`src/hdl/deq_pkg.sv`:
```
// ---------------------------------------------------------------------------
// Double-ended queue package
// Shared field widths, codes and the command word between front and back.
// ---------------------------------------------------------------------------
package deq_pkg;

  localparam int FUNC_W   = 3;
  localparam int WORD_W   = 32;
  localparam int STATUS_W = 2;
  localparam int OCC_W    = 11;

  // Command queue between front and back end
  localparam int CMDQ_DEPTH = 2;
  localparam int CMDQ_PTR_W = $clog2(CMDQ_DEPTH);
  localparam int CMDQ_CNT_W = $clog2(CMDQ_DEPTH + 1);

  typedef enum logic [FUNC_W-1:0] {
    FN_PUSH_FRONT = 3'd0,
    FN_PUSH_BACK  = 3'd1,
    FN_POP_FRONT  = 3'd2,
    FN_POP_BACK   = 3'd3,
    FN_SIZE       = 3'd4,
    FN_EMPTY      = 3'd5,
    FN_PEEK_FRONT = 3'd6,
    FN_PEEK_BACK  = 3'd7
  } func_t;

  typedef enum logic [2:0] {
    OP_PUSH,
    OP_POP,
    OP_PEEK,
    OP_SIZE,
    OP_EMPTY
  } op_t;

  typedef enum logic [STATUS_W-1:0] {
    ST_OK    = 2'd0,
    ST_EMPTY = 2'd1,
    ST_FULL  = 2'd2
  } status_t;

  typedef enum logic {
    BK_IDLE,
    BK_READ
  } bk_state_t;

  typedef struct packed {
    op_t                      op;
    logic                     is_back;
    logic signed [WORD_W-1:0] value;
  } cmd_t;

endpackage

```
`src/hdl/deq_cmd_fifo.sv`:
```
// ---------------------------------------------------------------------------
// Double-ended queue command FIFO
// Short queue of decoded commands between front and back end.
// ---------------------------------------------------------------------------
module deq_cmd_fifo import deq_pkg::*; (
  input  logic clk,
  input  logic rst_n,
  input  logic push_valid,
  output logic push_ready,
  input  cmd_t push_cmd,
  output logic pop_valid,
  input  logic pop_ready,
  output cmd_t pop_cmd
);

  cmd_t                  entry_r [CMDQ_DEPTH];
  logic [CMDQ_PTR_W-1:0] wr_ptr_r, wr_ptr_nxt;
  logic [CMDQ_PTR_W-1:0] rd_ptr_r, rd_ptr_nxt;
  logic [CMDQ_CNT_W-1:0] cnt_r, cnt_nxt;
  logic                  do_push, do_pop;

  assign push_ready = (cnt_r != CMDQ_CNT_W'(CMDQ_DEPTH));
  assign pop_valid  = (cnt_r != '0);
  assign pop_cmd    = entry_r[rd_ptr_r];
  assign do_push    = push_valid && push_ready;
  assign do_pop     = pop_valid && pop_ready;

  always_comb begin
    wr_ptr_nxt = wr_ptr_r;
    rd_ptr_nxt = rd_ptr_r;
    cnt_nxt    = cnt_r;
    if (do_push) begin
      wr_ptr_nxt = (wr_ptr_r == CMDQ_PTR_W'(CMDQ_DEPTH - 1)) ? '0 : wr_ptr_r + 1'b1;
    end
    if (do_pop) begin
      rd_ptr_nxt = (rd_ptr_r == CMDQ_PTR_W'(CMDQ_DEPTH - 1)) ? '0 : rd_ptr_r + 1'b1;
    end
    if (do_push && !do_pop) begin
      cnt_nxt = cnt_r + 1'b1;
    end else if (do_pop && !do_push) begin
      cnt_nxt = cnt_r - 1'b1;
    end
  end

  always_ff @(posedge clk) begin
    if (!rst_n) begin
      wr_ptr_r <= '0;
      rd_ptr_r <= '0;
      cnt_r    <= '0;
    end else begin
      wr_ptr_r <= wr_ptr_nxt;
      rd_ptr_r <= rd_ptr_nxt;
      cnt_r    <= cnt_nxt;
    end
  end

  always_ff @(posedge clk) begin
    if (do_push) begin
      entry_r[wr_ptr_r] <= push_cmd;
    end
  end

endmodule

```
`config.mk`:
```
export PLATFORM = sky130hd
export DESIGN_NAME = deq_cmd_fifo
export DESIGN_NICKNAME = d
export VERILOG_FILES = /design/src/hdl/deq_pkg.sv /design/src/hdl/deq_cmd_fifo.sv
export SDC_FILE = /design/constraint.sdc
export NUM_CORES = 1
export LEC_CHECK = 0
export CORE_MARGIN = 4
export CORE_UTILIZATION = 50
export DETAILED_ROUTE_END_ITERATION = 7
export DONT_BUFFER_PORTS = 1
export PLACE_DENSITY_LB_ADDON = 0.15
export SYNTH_ARGS = -nofsm -noshare
export SYNTH_HDL_FRONTEND = slang
export SYNTH_SLANG_ARGS = --single-unit
```
`constraint.sdc`:
```
create_clock -name clk -period 4.57 [get_ports clk]
set_input_delay 0.914 -clock clk [delete_from_list [all_inputs] [get_ports clk]]
set_output_delay 0.914 -clock clk [all_outputs]
set_load 0.005 [all_outputs]
```
Word-level counts from Yosys, hierarchy flattened
Memory sizes are Yosys's and may differ from the RTL's. A register that Yosys moved wholly into a read port is not among the register bits.
Index checks and enable logic that the tools add are counted.
{"block": "totals", "ff_bits": 4, "mem_bits_rw": 72, "in_bits": 40, "mem_count": 1}
{"block": "classes", "addsub": 4, "eq_ne": 1, "mux": 8, "reduce_logical": 8}
{"memory": "entry_r", "depth": 2, "width": 36, "rd": 1, "rd_clocked_by_memory_dff": 1, "write_ports": 1, "line_no": "deq_cmd_fifo.sv:16", "source": "cmd_t entry_r [CMDQ_DEPTH];"}
{"cell": "$mux W1", "n": 6}
{"cell": "$logic_and A1 B1 Y1", "n": 4}
{"cell": "$mux W2", "n": 2}
{"cell": "$reduce_bool A2 Y1", "n": 2}
{"cell": "$add A1 B1 Y1 const B", "n": 2}
{"cell": "$add A2 B1 Y2 const B", "n": 1}
{"cell": "$logic_not A1 Y1", "n": 2}
{"cell": "$ne A2 B2 Y1 const B", "n": 1}
{"cell": "$sub A2 B1 Y2 const B", "n": 1}

Depth between registers and ports, before layout
Gate-level depths: netlist of run 1.
{"block": "depth", "ltp_word": 6, "ltp_mapped": 6}

Least setup slack after synthesis of run 1
Ideal clock, no wire load.
{"block": "synth_timing", "path_type": "input port to flip-flop", "startpoint": "input push_valid", "endpoint": "memory entry_r[1][0] in the netlist's numbering (enable)", "setup_time_ps": 397, "arrival_time_ps": 1838, "t_required_ps": 4173, "setup_slack_ps": 2336, "cell_stages": 1, "path_cell_list": "and3_1"}
{"block": "synth_via", "elab_chain_cells": 3}
{"element": "start, declared", "line_no": "deq_cmd_fifo.sv:8", "source": "input logic push_valid,"}
{"element": "$logic_and A1 B1 Y1", "line_no": "deq_cmd_fifo.sv:25", "source": "assign do_push = push_valid && push_ready;"}
{"element": "$mux W1", "line_no": "deq_cmd_fifo.sv:58", "source": "if (do_push) begin"}
{"element": "$mux W1 (not written as such)", "line_no": "deq_cmd_fifo.sv:59", "source": "entry_r[wr_ptr_r] <= push_cmd;"}
{"element": "end, declared", "line_no": "deq_cmd_fifo.sv:16"}
Every way passes these cells.

==> results of run 1 <==
state kept, by name (all words and copies together) (netlist names), named ones only:
name and flops:
entry_r 72, cnt_r 2, rd_ptr_r 1, wr_ptr_r 1
kinds of logic after synthesis:
family	count (synthesis)
XOR/XNOR	3
AND/OR/NAND/NOR	9
flip-flops	77
adder cells (fa/ha/maj)	1
multiplexers	36
buffers and inverters	5
AO/OA/AOI/OAI	5
layer usage:
metal | wire length [µm] | share of wire, %
met4 | 96 | 2.3
met1 | 1449 | 35
met2 | 2182 | 52
met5 | 0 | 0
met3 | 452 | 11
cells in the final DEF, fill, tap and decap left out, drive strengths merged:
cell	count
a21bo	1
a21boi	2
and2	4
and3	1
buf	1
clkbuf	11
clkinv	4
dfxtp	5
edfxtp	72
ha	1
inv	1
mux2	36
nand2b	1
nand3b	1
o21ai	2
or2	1
or3	1
xnor2	2
xor2	1
worst max-delay path by stage:
| stage | from | endpoint | slack (ns) | depth (start not counted) |
|---|---|---|---|---|
| 2_1_floorplan | push_valid | entry_r[1][0] | 2.34 | 1 |
| 3_3_place_gp | flip-flop | pop_cmd[30] | 2.34 | 1 |
| 3_5_place_dp | push_valid | entry_r[0][5] | 2.30 | 3 |
| 4_1_cts | flip-flop | pop_cmd[34] | 1.94 | 1 |
| 5_1_grt | flip-flop | pop_cmd[34] | 1.90 | 1 |
| 6_report | flip-flop | pop_cmd[30] | 2.02 | 1 |
layout make-up:
| class | instances | area (µm²) | share of cell area, % |
|---|---|---|---|
| sequential | 77 | 2263 | 74.02 |
| tap | 72 | 90.09 | 2.946 |
| multi-input combinational | 54 | 545.5 | 17.84 |
| clock inverter | 4 | 16.27 | 0.5319 |
| clock buffer | 11 | 131.4 | 4.296 |
| inverter | 1 | 3.754 | 0.1227 |
| timing repair buffer | 1 | 7.507 | 0.2455 |
synth_stat cells:
master,count
o21ai_1,1
o21ai_0,1
mux2_2,36
xor2_1,1
dfxtp_1,5
or3_1,1
ha_1,1
and2_1,4
inv_1,1
and3_1,1
a21boi_1,1
edfxtp_1,72
xnor2_1,2
a21boi_0,1
buf_4,1
buf_2,3
or2_2,1
a21bo_2,1
nand2b_4,1
nand3b_1,1
where the power goes:
part / switching, µW / internal (µW) / total, µW / leakage (µW)
combinational: 129 / 150 / 279 / 0.000200
sequential: 67.8 / 884 / 952 / 0.000714
clock: 202 / 188 / 390 / 0.0000757
through the flow:
step           utilization, %  setup slack [ns]  power [µW]  instance area [µm²]  hold slack, ns
6_report                55.53             2.024        1621                 3058          0.5522
5_1_grt                 55.53             1.898        1711                 3058          0.5909
4_1_cts                 55.53             1.943        1651                 3058          0.5569
3_5_place_dp            52.85             2.296        1259                 2910          0.5472
3_3_place_gp            52.85             2.337        1248                 2910          0.5227
2_1_floorplan               -             2.336        1197                 2833          0.5124
==> implementation parameters, run 1 <==
Parameter                              Value

STA
  Worst-Margin Slew ... 0.8287 ns
  Number of pins exceeding their max-slew limit in the final report ... 0
  Max Clock Freq ... 392.7 MHz
  Largest clock skew in the final design ... 0.005073 ns
  Setup violators final ... 0
  Hold Fails Final Rpt ... 0
  Fin crit period ... ~2.5 ns
  Final period utilization ... between 50% and 60%
  Total negative slack ... 0 ns
  Unrepaired setup endpoints after global routing ... no
  Remaining max-slew budget at the tightest pin ... 44.75%

Synthesis
  XOR/XNOR Fraction of Synth Area ... less than 1%
  Synth Net Count ... 177
  Post-synthesis adder-cell area fraction ... less than 1%
  Mean Syn Cell Area ... 20.83 µm²
  Simple-gate share of the synthesized area ... roughly 2.3%
  Share of the yosys chip area belonging to registers ... 79.86%
  Dominant combinational cell family by area after synthesis ... multiplexers
  Share of Yosys cell area claimed by the top area cell type ... between 70% and 80%
  Number of warning messages in the yosys log ... 0
  Unique masters post-synth ... 20
  Share of cell area taken by muxes after synthesis ... 14.31%
  Synthesized netlist cell count ... 136
  Number of storage elements in the synthesis netlist ... 77
  Compound-Gate Fraction of Synth Area ... 1.237%
  Combined area of all synthesized cells ... 2833 µm²
  Largest cells by area after synthesis ... edfxtp_1 (76%), mux2_2 (14%), dfxtp_1 (3.5%)
  Cell taking the most area after synthesis ... edfxtp_1

CTS
  TritonCTS clock tree ... done
  Clock transition time at the flip-flop clock pins of the worst setup and hold paths ... 0.07 ns
  H-Tree Level Count ... 3
  Post-CTS setup buffer count ... 0
  Number of gates resized after cts ... 0
  CTS root buffer ... clkbuf_8
  TritonCTS Buffers ... 9
  Post-cts hold buffer count ... 0
  Clock latency reported for the late side of the worst-skew pair ... 0.32 ns
  Number of buffers on the longest clock path ... 2
  Clock Sink Count ... 77

GRT
  Routing layer with the top usage in global route ... met2
  Met2 track utilization from global routing ... 20.85%
  Met3 global-route usage ... 6.944%
  Vias in the first global route ... approximately 1300
  Antenna violations before repair ... 0
  Total global-route track usage ... 12.71%
  Wire length of the first global-routing pass ... about 6.6 mm
  Grt total ovfl ... 0
  Pin count of the biggest net entering global routing ... 37
  Met1 global-route usage ... 12.44%

Placement
  Routability-driven placement congestion ratio ... roughly 0.70
  Dpl cells ... 205
  I/O Buffers ... 0

Worst setup path
  Cells on worst reg2reg path ... 4
  Crit. End Element ... output pin
  Max stage delay on crit path ... 0.86 ns
  RR Startpoint ... cnt_r[0]
  Critical path class ... reg2out
  Slowest library cell on the worst path ... dfxtp_2
  Sort of element at the start of the critical path ... flip-flop
  Data arrival at the endpoint of the critical path ... 1.63 ns
  R2R Path End ... entry_r[0][0]
  Worst-path fanout max ... 36
  Worst Path Required ... between 3 and 4 ns
  Cell family contributing the most delay on the critical path ... flip-flops
  Setup slack of the worst register-to-register path ... around 2.6 ns
  Total buffers and inverters traversed by the critical path ... 0
  Crit path cell chain ... mux2_2

Cells and area
  Area growth syn-to-layout ... 7.950%
  Fraction of final layout cells with drive strength greater than 1 ... 35.14%
  Diode insertion count for antenna repair ... 0
  Number of fill cells in the layout ... 426
  Count of placed standard cells in the final layout, fillers left out ... 220
  Nets ... between 150 and 200

Hold path
  Worst hold path stage count ... 2
  Hold Startpoint ... cnt_r[1]
  Class of the most critical hold timing path ... reg2reg
  Endpoint with the worst hold slack ... cnt_r[1]

Power
  Highest ir drop seen on vdd ... 0.0002694 V
  Static Leakage ... ~0.00099 µW
  Power per standard cell area ... 530.0 nW/µm²

Routing
  WL/cell ... 19.00 µm
  Number of remaining DRC errors ... 0
  Antenna violation net count after detailed routing ... 0
  Number of violations reported at the end of detailed-routing iteration 0 ... 64
  Vias post-DR ... 1156
  Total detailed-routing wirelength ... 4.181 mm
  Vias/cell ... 5.255
  Count of TritonRoute iterations in the first routing pass ... 4

Die
  Overall die area ... 6934 µm²
  Overall die width ... 83.27 µm
  Die Span Y ... 83.27 µm
  Initial core utilization ... 51.44%
  Count of boundary I/O pins ... 78
  Num rows ... 27
  Area of the core ... 5507 µm²

Flow run
  Number of max-capacitance violations reported ... 0

Status
  Run status ... complete, no violations
Power figures use the tool's default switching activity.
==> run 2, diff against run 1 <==
==> constraint.sdc (replaced) <==
create_clock -name clk -period 2.16 [get_ports clk]
set_input_delay 0.432 -clock clk [delete_from_list [all_inputs] [get_ports clk]]
set_output_delay 0.432 -clock clk [all_outputs]
set_load 0.005 [all_outputs]
==> run 2 against run 1 <==
Sequential share of layout area is 0.60 points lower. Cell count grew 1.8%. Core utilization rose by 0.45 points. Largest power group unchanged. Register-to-register slack lost 2.1 ns. Clock power increased by 110%.
==> implementation parameters, run 2 (synthesis gave the netlist of run 1 again) <==
Parameter                              Value

Routing
  Vias/cell ... 5.304 (was 5.255)
  Number of violations reported at the end of detailed-routing iteration 0 ... 70 (was 64)
  Vias post-DR ... 1188 (was 1156)
  Total detailed-routing wirelength ... 4.382 mm (was 4.181 mm)
  WL/cell ... 19.56 µm (was 19.00 µm)
  Antenna violation net count after detailed routing ... 0 (unchanged)
  Number of remaining DRC errors ... 0 (unchanged)
  Count of TritonRoute iterations in the first routing pass ... 4 (unchanged)

Worst setup path
  RR Startpoint ... cnt_r[0] (unchanged)
  Worst Path Required ... 1.73 ns (was 3.66 ns)
  Data arrival at the endpoint of the critical path ... 1.29 ns (was 1.63 ns)
  Crit. End Element ... output pin (unchanged)
  Number of logic stages on the critical path including buffering ... 2 (was 1)
  Critical path class ... reg2out (unchanged)
  Worst-path fanout max ... 19 (was 36)
  Slowest library cell on the worst path ... mux2_2 (was dfxtp_2)
  R2R Path End ... cnt_r[1] (was entry_r[0][0])
  Sort of element at the start of the critical path ... flip-flop (unchanged)
  Crit path cell chain ... buf_4 -> mux2_2 (was mux2_2)
  Setup slack of the worst register-to-register path ... 0.52 ns (was 2.62 ns)
  Cells on worst reg2reg path ... 5 (was 4)
  Cell family contributing the most delay on the critical path ... multiplexers (was flip-flops)
  Total buffers and inverters traversed by the critical path ... 1 (was 0)
  Max stage delay on crit path ... 0.39 ns (was 0.86 ns)

Die
  Area of the core ... 5507 µm² (unchanged)
  Num rows ... 27 (unchanged)
  Die Span Y ... 83.27 µm (unchanged)
  Initial core utilization ... 51.44% (unchanged)
  Count of boundary I/O pins ... 78 (unchanged)
  Overall die area ... 6934 µm² (unchanged)
  Overall die width ... 83.27 µm (unchanged)

Cells and area
  Top register by number of flip-flops ... entry_r (unchanged)
  Final Util ... 55.99% (was 55.53%)
  Commonest cells after routing, fill and taps aside ... edfxtp_1 (72), mux2_2 (36), clkbuf_8 (9) (unchanged)
  Fraction of final layout cells with drive strength greater than 1 ... 35.53% (was 35.14%)
  Max FFs per register ... 72 (unchanged)
  Area growth syn-to-layout ... 8.834% (was 7.950%)
  Top Registers ... entry_r x72, cnt_r x2 (unchanged)
  Diode insertion count for antenna repair ... 0 (unchanged)
  Commonest non-fill, non-tap cell in the layout ... edfxtp_1 (unchanged)
  Nets ... 188 (was 185)

CTS
  Clock Sink Count ... 77 (unchanged)
  Number of buffers on the longest clock path ... 2 (unchanged)
  Clock latency reported for the late side of the worst-skew pair ... 0.32 ns (about the same)
  Number of gates resized after cts ... 0 (unchanged)
  H-Tree Level Count ... 3 (unchanged)
  TritonCTS clock tree ... done (unchanged)
  Post-cts hold buffer count ... 0 (unchanged)
  Clock transition time at the flip-flop clock pins of the worst setup and hold paths ... 0.07 ns (about the same)
  CTS root buffer ... clkbuf_8 (unchanged)
  Post-CTS setup buffer count ... 0 (unchanged)
  TritonCTS Buffers ... 9 (unchanged)

GRT
  Wire length of the first global-routing pass ... 7.155 mm (was 6.610 mm)
  Grt total ovfl ... 0 (unchanged)
  Vias in the first global route ... 1352 (was 1282)
  Antenna violations before repair ... 0 (unchanged)
  Pin count of the biggest net entering global routing ... 37 (unchanged)
  Total global-route track usage ... 13.65% (was 12.71%)

Power
  Power per standard cell area ... 1125 nW/µm² (was 530.0 nW/µm²)
  Sum of internal, switching and leakage power ... 3468 µW (was 1621 µW)
  Highest ir drop seen on vdd ... 0.0008048 V (was 0.0002694 V)
  Static Leakage ... 0.001004 µW (was 0.0009893 µW)

Flow run
  Number of max-capacitance violations reported ... 0 (unchanged)

STA
  Max Clock Freq ... 579.1 MHz
  Number of pins exceeding their max-slew limit in the final report ... 0 (unchanged)
  Setup violators final ... 0 (unchanged)
  PnR worst setup slack ... 0.4332 ns (was 2.024 ns)
  Worst Hold Margin ... 0.2009 ns (was 0.5522 ns)
  Hold Fails Final Rpt ... 0 (unchanged)
  Unrepaired setup endpoints after global routing ... no (unchanged)
  Final period utilization ... 79.95%
  Fin crit period ... approximately 1.7 ns
  Remaining max-slew budget at the tightest pin ... 68.47% (was 44.75%)
  Total negative slack ... 0 ns (unchanged)
  Worst-Margin Slew ... 0.4729 ns (was 0.8287 ns)
  Largest clock skew in the final design ... 0.004183 ns (was 0.005073 ns)

Status
  Run status ... complete, no violations (unchanged)

Hold path
  Hold Startpoint ... push_cmd[17] (was cnt_r[1])
  Worst hold path stage count ... 0 (was 2)
  Endpoint with the worst hold slack ... entry_r[1][17] (was cnt_r[1])
  Class of the most critical hold timing path ... in2reg (was reg2reg)

Placement
  Post-placement worst setup slack ... 0.5409 ns (was 2.296 ns)
  Half-perimeter wire length of the detailed placement result ... 2.987 mm
  I/O Buffers ... 0 (unchanged)
  Routability-driven placement congestion ratio ... 0.6973 (was 0.6987)
-- run 2: cell types whose count changed in the layout (fill, tap and decap cells not counted), sizes merged --
| cell | before | now |
|---|---|---|
| buf | 1 | 4 |
| clkbuf | 11 | 12 |
-- run 2: through the flow --
| stage | instances | cell area [µm²] |
|---|---|---|
| floorplan | 136 | 2833 |
| global placement | 208 | 2933 |
| detailed placement | 208 | 2933 |
| CTS | 224 | 3083 |
| global route | 224 | 3083 |
| finish | 224 | 3083 |
-- run 2: worst max path at each step --
stage                     startpoint             to  slack (ns)
after global placement      cnt_r[0]       cnt_r[1]        0.65
after detailed placement    cnt_r[0]       cnt_r[1]        0.54
final                      flip-flop    pop_cmd[18]        0.43
after global routing       flip-flop    pop_cmd[30]        0.34
after CTS                  flip-flop    pop_cmd[18]        0.39
after floorplan             cnt_r[0]  entry_r[1][0]        0.28
-- run 2: area by class of cell --
class,instances,area [µm²]
Timing Repair Buffer,4,30.03
Fill cell,439,2424
Sequential cell,77,2263
Tap cell,72,90.09
Clock buffer,12,135.1
Clock inverter,4,15.01
Inverter,1,3.754
Multi-Input combinational cell,54,545.5
-- run 2: routing by layer --
layer | wire (µm) | vias up | global-route usage (%)
met5 | 0 | - | 0
met4 | 53 | 0 | 6.686
met3 | 456 | 6 | 7.242
met2 | 2382 | 47 | 23.03
met1 | 1489 | 589 | 13.72
li1 | - | 546 | -
-- run 2: where the power goes --
part | internal, µW | total, µW | leakage [µW] | switching [µW]
Combinational | 336 | 705 | 0.000216 | 369
Clock | 403 | 830 | 0.0000745 | 427
Sequential | 1870 | 1930 | 0.000714 | 63.3
Total | 2610 | 3470 | 0.00100 | 859
